## config.mk

```make
export PLATFORM = sky130hd
export DESIGN_NAME = small_fast_prng_32
export DESIGN_NICKNAME = d
export VERILOG_FILES = /design/src/hdl/sfp32_pkg.sv /design/src/hdl/sfp32_core.sv /design/src/hdl/small_fast_prng_32.sv
export VERILOG_INCLUDE_DIRS = /design/src /design/src/hdl
export SDC_FILE = /design/constraint.sdc
export NUM_CORES = 1
export LEC_CHECK = 0
export BUFFER_PORTS_ARGS = -buffer_cell sky130_fd_sc_hd__buf_2
export CAP_MARGIN = 10
export CELL_PAD_IN_SITES_DETAIL_PLACEMENT = 1
export CELL_PAD_IN_SITES_GLOBAL_PLACEMENT = 1
export CORE_ASPECT_RATIO = 0.5
export CORE_MARGIN = 3
export CORE_UTILIZATION = 53
export DETAILED_ROUTE_END_ITERATION = 16
export PLACE_DENSITY = 0.94
export REMOVE_ABC_BUFFERS = 1
export SYNTH_ARGS = -nofsm -noshare
export SYNTH_HDL_FRONTEND = slang
export SYNTH_SLANG_ARGS = --single-unit
```

## constraint.sdc

```tcl
create_clock -name clk -period 12 [get_ports clk]
set_clock_uncertainty 0.05 [all_clocks]
set_input_delay 1.2 -clock clk [delete_from_list [all_inputs] [get_ports clk]]
set_output_delay 1.2 -clock clk [all_outputs]
set_load 0.05 [all_outputs]
```

## src/hdl/assert_macros.svh

```systemverilog
// ----------------------------------------------------------------------------
// Assertion macros
// Shared concurrent assertion helpers, clocked on clk and held off by arst_n.
// ----------------------------------------------------------------------------
`ifndef ASSERT_MACROS_SVH
`define ASSERT_MACROS_SVH

// Property must hold at every clock edge outside reset.
`define SFP_ASSERT(label, prop, msg) \
	label: assert property (@(posedge clk) disable iff (!arst_n) (prop)) else $error(msg);

// Antecedent implies consequent on the following clock edge.
`define SFP_ASSERT_NEXT(label, ante, cons, msg) \
	label: assert property (@(posedge clk) disable iff (!arst_n) (ante) |=> (cons)) \
		else $error(msg);

`endif

```

## src/hdl/sfp32_pkg.sv

```systemverilog
`timescale 1ns / 1ps
// ----------------------------------------------------------------------------
// sfp32_pkg
// Types, constants and round functions of the small fast generator.
// ----------------------------------------------------------------------------
package sfp32_pkg;

	localparam int WORD_W = 32;
	localparam int WARM_W = 7;
	localparam int WARMUP_ROUNDS_DEF = 64;

	localparam logic [WORD_W-1:0] WORD_A_INIT     = 32'hf1ea5eed;
	localparam logic [WORD_W-1:0] WORD_RESET_FILL = 32'hb4c0ffee;

	localparam logic CMD_NEXT   = 1'b0;
	localparam logic CMD_RESEED = 1'b1;

	typedef struct packed {
		logic [WORD_W-1:0] a;
		logic [WORD_W-1:0] b;
		logic [WORD_W-1:0] c;
		logic [WORD_W-1:0] d;
	} gen_state_t;

	// Request from the stream front end to the generator core.
	typedef struct packed {
		logic              run;
		logic              reseed;
		logic [WORD_W-1:0] seed;
	} core_req_t;

	// Status of the generator core.
	typedef struct packed {
		logic              busy;
		logic [WORD_W-1:0] word;
	} core_stat_t;

	function automatic logic [WORD_W-1:0] round_out(input gen_state_t s);
		return s.a - {s.b[4:0], s.b[31:5]};
	endfunction

	function automatic gen_state_t round_next(input gen_state_t s);
		gen_state_t        n;
		logic [WORD_W-1:0] e;
		e   = round_out(s);
		n.a = s.b ^ {s.c[14:0], s.c[31:15]};
		n.b = s.c + s.d;
		n.c = s.d + e;
		n.d = n.a + e;
		return n;
	endfunction

endpackage

```

## src/hdl/sfp32_core.sv

```systemverilog
`timescale 1ns / 1ps
// ----------------------------------------------------------------------------
// sfp32_core
// Generator state words, one round per cycle during warm-up or on a run request, and the warm-up counter.
// ----------------------------------------------------------------------------
`include "assert_macros.svh"

module sfp32_core
	import sfp32_pkg::*;
#(
	parameter int WARMUP_ROUNDS = WARMUP_ROUNDS_DEF
) (
	input  logic       clk,
	input  logic       arst_n,
	input  core_req_t  req,
	output core_stat_t stat
);

	localparam logic [WARM_W-1:0] WARM_LOAD = WARM_W'(WARMUP_ROUNDS);

	gen_state_t        gen_q;
	logic [WARM_W-1:0] warm_q;
	logic              busy;

	assign busy      = (warm_q != '0);
	assign stat.busy = busy;
	assign stat.word = round_out(gen_q);

	always_ff @(posedge clk or negedge arst_n) begin
		if (!arst_n) begin
			gen_q.a <= WORD_A_INIT;
			gen_q.b <= WORD_RESET_FILL;
			gen_q.c <= WORD_RESET_FILL;
			gen_q.d <= WORD_RESET_FILL;
			warm_q  <= '0;
		end else if (req.reseed) begin
			gen_q.a <= WORD_A_INIT;
			gen_q.b <= req.seed;
			gen_q.c <= req.seed;
			gen_q.d <= req.seed;
			warm_q  <= WARM_LOAD;
		end else if (busy) begin
			// Warm-up rounds advance the state and drop the output.
			gen_q  <= round_next(gen_q);
			warm_q <= warm_q - 1'b1;
		end else if (req.run) begin
			gen_q <= round_next(gen_q);
		end
	end

	`SFP_ASSERT(a_no_req_busy, !(busy && (req.run || req.reseed)),
		"request issued during warm-up")
	`SFP_ASSERT_NEXT(a_reseed_load, req.reseed, warm_q == WARM_LOAD,
		"warm-up counter not loaded on reseed")
	`SFP_ASSERT_NEXT(a_warm_dec, busy, warm_q == $past(warm_q) - 1'b1,
		"warm-up counter did not step down")

endmodule

```

## src/hdl/small_fast_prng_32.sv

```systemverilog
`timescale 1ns / 1ps
// ----------------------------------------------------------------------------
// small_fast_prng_32
// Small fast pseudo-random generator with stream input and output.
// ----------------------------------------------------------------------------
// Each input word carries a command in s_tuser and a seed in s_tdata. A next
// command returns one 32-bit random word on the master side; a reseed command
// loads the state from the seed and returns nothing.
// A word is latched into an input register, then one round of the generator
// runs between that register and the output register, so a next command
// shows up on m_tdata once the output register takes it from the input register.
// Next commands are taken one per cycle while the output side keeps up.
// A reseed loads the state and then runs WARMUP_ROUNDS (modulo 128) rounds of
// warm-up, one round per cycle through the same round logic; s_tready stays low
// during the warm-up.
// Reset loads the fixed initial state and runs no warm-up.
// When the receiver stalls, the output register holds its word and the input
// register absorbs one more word before s_tready falls.
// ----------------------------------------------------------------------------

module small_fast_prng_32
	import sfp32_pkg::*;
#(
	parameter int WARMUP_ROUNDS = WARMUP_ROUNDS_DEF
) (
	input  logic              clk,
	input  logic              arst_n,
	input  logic              s_tvalid,
	output logic              s_tready,
	input  logic [WORD_W-1:0] s_tdata,   // seed
	input  logic              s_tuser,   // command
	output logic              m_tvalid,
	input  logic              m_tready,
	output logic [WORD_W-1:0] m_tdata    // random_word
);

	logic              valid_s1;
	logic              cmd_s1;
	logic [WORD_W-1:0] seed_s1;
	logic              m_valid_q;
	logic [WORD_W-1:0] word_q;
	logic              out_free;
	logic              consume;
	core_req_t         req;
	core_stat_t        stat;

	assign out_free = !m_valid_q || m_tready;
	assign consume  = valid_s1 && !stat.busy && ((cmd_s1 == CMD_RESEED) || out_free);
	assign s_tready = !stat.busy && (!valid_s1 || consume);

	assign req.run    = consume && (cmd_s1 == CMD_NEXT);
	assign req.reseed = consume && (cmd_s1 == CMD_RESEED);
	assign req.seed   = seed_s1;

	sfp32_core #(
		.WARMUP_ROUNDS(WARMUP_ROUNDS)
	) u_core (
		.clk   (clk),
		.arst_n(arst_n),
		.req   (req),
		.stat  (stat)
	);

	always_ff @(posedge clk or negedge arst_n) begin
		if (!arst_n) begin
			valid_s1 <= 1'b0;
		end else if (s_tready) begin
			valid_s1 <= s_tvalid;
		end
	end

	always_ff @(posedge clk) begin
		if (s_tready && s_tvalid) begin
			cmd_s1  <= s_tuser;
			seed_s1 <= s_tdata;
		end
	end

	always_ff @(posedge clk or negedge arst_n) begin
		if (!arst_n) begin
			m_valid_q <= 1'b0;
		end else if (out_free) begin
			m_valid_q <= req.run;
		end
	end

	always_ff @(posedge clk) begin
		if (req.run) begin
			word_q <= stat.word;
		end
	end

	assign m_tvalid = m_valid_q;
	assign m_tdata  = word_q;

endmodule

```

* Yosys cells after proc, flatten, opt, wreduce, memory -nomap -nowiden
Index checks and enable logic that the tools add are counted.
** Storage, ports and cells
- Output and inout bits :: 34
- Word-level logic and storage cells :: 37
- Bits of input ports :: 37
- Flip-flop bits (word level) :: 202
** Operators by class
- Reductions and logical operators :: 15
- Muxes and demuxes :: 5
- Bitwise logic cells :: 2
- Add/subtract/negate cells :: 5
** Operator list (number)
- 128-bit 2-to-1 mux :: 3
- 32-bit adder :: 3
- 32-bit subtractor :: 1
- 32-bit XOR :: 1
- 7-bit 2-to-1 mux :: 2
- 7-bit nonzero test :: 1
- 7-bit by 1-bit subtractor with 7-bit output, second input constant :: 1
- 1-bit logical AND :: 6
- 1-bit logical NOT :: 3
- 1-bit logical OR :: 3
- 3-bit nonzero test :: 1
- 2-bit nonzero test :: 1
- 1-bit inverter :: 1

* Depth between registers and ports, before layout
- Depth after elaboration :: 8
- Gate-level depth with buffers :: 28

* Modules after synthesis
Synthesis repeated with hierarchy kept, for this count alone.
** Second synthesis, totals
- Cell total of the unflattened synthesis :: 1639
- Area total of the unflattened synthesis :: 14796.7 sq um
** By module, submodules not included
- sfp32_core :: cells each 1560, instances 1, area an instance 12719.7 sq um
- small_fast_prng_32 :: cells each 79, instances 1, area an instance 2077.0 sq um

* Worst setup path after synthesis
OpenSTA, ideal clock, no wires.
- Kind :: register -> register
- Start point :: reg u_core.gen_q[96] (netlist bit)
- End point :: reg u_core.gen_q[30] (netlist bit)
- Setup slack :: 6.143 ns
- Stages on the path, launching flop included :: 29
- Data required time :: 11.820 ns
- Arrival :: 5.677 ns
- Cells stage by stage :: dfstp_2 inv_1 ha_1 fa_1 nand2b_1 a211oi_1 nor3b_1 o21ai_0 and2_1 o21ai_0 a21boi_0 o21a_1 nor2_1 o21bai_1 a21oi_1 xnor2_1 ha_1 a2111oi_0 nand2_1 a311oi_1 a211oi_1 a32oi_1 nand2_1 a311o_1 maj3_2 a2111o_1 a31oi_1 xor2_1 o21ai_1
** RTL lines
- start, declared :: RTL line sfp32_core.sv:21 : gen_state_t gen_q;
- start signal, assigned :: RTL line sfp32_core.sv:44 : gen_q <= round_next(gen_q);
- start signal, assigned :: RTL line sfp32_core.sv:47 : gen_q <= round_next(gen_q);

==> flow_summary_export.csv <==
group,metric,value,unit
clocking,clkSinkCount,202,
timing,fmax,0.141,GHz
timing,finalCritPeriodShare,59.3,%
route,routed.top_layer,"met4",
route,viasPerCell,6.92,
global_routing,grt_start_max_net_pins,79,
clocking,ctsHoldBuffers,0,
setup_path,worst_path_largest_cell_delay,520,ps
route,met3_length,6470,um
timing,tightest_slew,1220,ps
synth,synth_area_per_cell,9.24,um^2
setup_path,critPathTopFamily,"compound AO/OA/AOI/OAI gates",
finish,layout-drive-gt1-share,13.6,%
synth,synth_area_leader_cell,"dfstp_2",
die,core,0.0256,mm^2
setup_path,crit_slowest_cell,"dfstp_2",
global_routing,antenna_found_initial,0,
route,postRouteAntennaNets,0,
timing,setup_viol,0,
global_routing,grt_pass1_vias,13900,
placed_design,gp_congestion,0.961,
setup_path,critical_path_class,"flip-flop to flip-flop",
clocking,path_clk_slew,80,ps
global_routing,grt_pass1_wl,83000,um
timing,hold_viol_final,0,
die,io_pins,71,
route,drt_iter0_markers,1579,
timing,slew_viol_final,0,
synth,synthSimpleGateAreaFrac,14.0,%
clocking,cts_tree,"yes",
synth,synth_fa_ha_area_share,11.5,%
timing,relSlewSlack,18.1,%
setup_path,cp_data_required_time,12400,ps
placed_design,hpwlAfterDp,38300,um
synth,synth-edff-count,65,
setup_path,rrSetupSlack,4890,ps
global_routing,track_usage,37.5,%
synth,ys_seq_area_share,38.9,%
clocking,numCtsBuffers,20,
finish,antenna_cells,0,
timing,final.setup.tns,0,ps
die,die_y,121,um
synth,synth-compound-area-share,23.1,%
clocking,cts_buffer_depth,3,
route,wl_met2,24000,um
finish,syn_to_final_growth,9.21,%
setup_path,critPathMaxFanout,4,
timing,rsz0062_at_grt,"false",
die,rows,41,
clocking,htreeDepth,1,
finish,n_fill_cell,2985,
placed_design,port_buffers,70,
synth,synth-xor-area-share,8.73,%
synth,mappedNetlistArea,0.0141,mm^2
setup_path,setup.worst_path.start_class,"flip-flop",
synth,synthMuxAreaShare,0.506,%
synth,syn_inst,1526,
timing,fin_crit,7110,ps
die,die_w,237,um
route,drc,0,
die,dieArea,0.0287,mm^2
synth,ys_async_sr_fraction,67.8,%
global_routing,grt-ovfl-total,0,
synth,synth_warnings,0,
route,m1WireLength,21500,um
synth,postSynthRegisterBits,202,
synth,synth_top_area_share,15.1,%
route,dr.pass1.iters,5,
synth,synth_top_flop_cell,"dfstp_2",
route,vias,13300,
clocking,postCtsSetupBuffers,0,
clocking,post_cts_resize_count,0,
synth,synth_cell_types,78,
outcome,status,"completed",
clocking,cts-root-buf,"clkbuf_16",
hold_path,holdCritPathClass,"flip-flop to flip-flop",
setup_path,critPathArrivalTime,7510,ps
setup_path,endpoint_kind,"flip-flop",
clocking,clk_latency,540,ps
synth,synthTopCellsByArea,"dfstp_2 15%, edfxtp_1 14%, ha_1 11%",
finish,finalNetCount,1735,
flow_run,cap_violations,0,
synth,synth_top_family_by_area,"compound AO/OA/AOI/OAI gates",
die,initial_utilization,55.0,%
route,routed_wl,54500,um
route,drt-wirelength-per-cell,28.2,um
setup_path,critical_path_buf_inv_count,1,
-- final timing paths --
kind,from,endpoint,depth (start not counted)
setup reg to reg,u_core.gen_q[96]$_DFFE_PN1P_,u_core.gen_q[28]$_DFFE_PN1P_,28
setup / recovery,u_core.gen_q[96]$_DFFE_PN1P_,u_core.gen_q[28]$_DFFE_PN1P_,28
max in group asynchronous,arst_n,u_core.gen_q[4]$_DFFE_PN0P_,2
hold reg to reg,u_core.warm_q[4]$_DFFE_PN0P_,u_core.warm_q[4]$_DFFE_PN0P_,1
hold / removal,u_core.warm_q[4]$_DFFE_PN0P_,u_core.warm_q[4]$_DFFE_PN0P_,1
min in group asynchronous,arst_n,u_core.gen_q[62]$_DFFE_PN0P_,1
-- sequential cells by signal, indices dropped and copies added (netlist names) --
signal / count
seed_s1: 32
u_core.warm_q: 7
m_tdata: 32
u_core.gen_q: 128
cmd_s1: 1
m_tvalid: 1
valid_s1: 1
-- routing by layer --
layer | global-route usage [%] | vias to the layer above
li1 | - | 5659
met1 | 49.8 | 6633
met2 | 59.0 | 844
met3 | 9.56 | 212
met4 | 15.1 | 0
met5 | 0 | -
-- synthesized netlist by cell type, types with 8 or more instances --
cell type  number
a211oi_1       21
a21o_1         48
a21oi_1       130
a22o_1         11
a22oi_1        10
a31oi_1        56
and2_1         16
and3_1          9
clkbuf_1       50
dfrtp_1        56
dfstp_2        81
edfxtp_1       65
ha_1          122
inv_1          66
nand2_1       150
nand2b_1       26
nand3_1        29
nand4_1         9
nor2_1        121
nor2b_1        10
nor3_1         20
o211ai_1       10
o21a_1         22
o21ai_0        95
o21bai_1        8
o22a_1         19
o22ai_1         9
or3_1          10
xnor2_1        63
xor2_1         75
-- layout make-up --
type | count | area [um^2] | area share [%]
clock buffers | 28 | 551 | 3.58
clock inverters | 8 | 80.1 | 0.520
inverters | 66 | 248 | 1.61
multi-input cells | 1204 | 8190 | 53.2
flip-flops and latches | 202 | 5480 | 35.6
well taps | 344 | 430 | 2.80
repair buffers | 78 | 417 | 2.71
-- per-stage QoR --
stage          util, %  cells  instance area (um^2)  worst slack (ps)  hold slack, ps
6_report          60.0   1930                 15400              4890             433
5_1_grt           60.0   1930                 15400              4330             452
4_1_cts           60.0   1930                 15400              5150             437
3_5_place_dp      57.6   1894                 14800              5200             422
3_3_place_gp      57.6   1894                 14800              5520             407
2_1_floorplan        -   1472                 13900              6110             392
-- kinds of logic after synthesis --
logic type / after synthesis
AO/OA/AOI/OAI: 503
XOR/XNOR: 139
adder cells (fa/ha/maj): 128
buffers and inverters: 120
flip-flops: 202
multiplexers: 7
AND/OR/NAND/NOR: 427
-- placed cells by master, fill, tap and decap left out, types with 56 or more instances in the layout --
master	instances
dfstp_2	81
nand2_1	149
xnor2_1	63
buf_2	69
a21oi_1	130
dfrtp_1	56
a31oi_1	56
xor2_1	75
ha_1	122
inv_1	66
o21ai_0	95
edfxtp_1	65
nor2_1	120
Power is left out: the tool's default activity adds up to more than one toggle a clock period on the data nets, which glitch-free logic cannot reach.
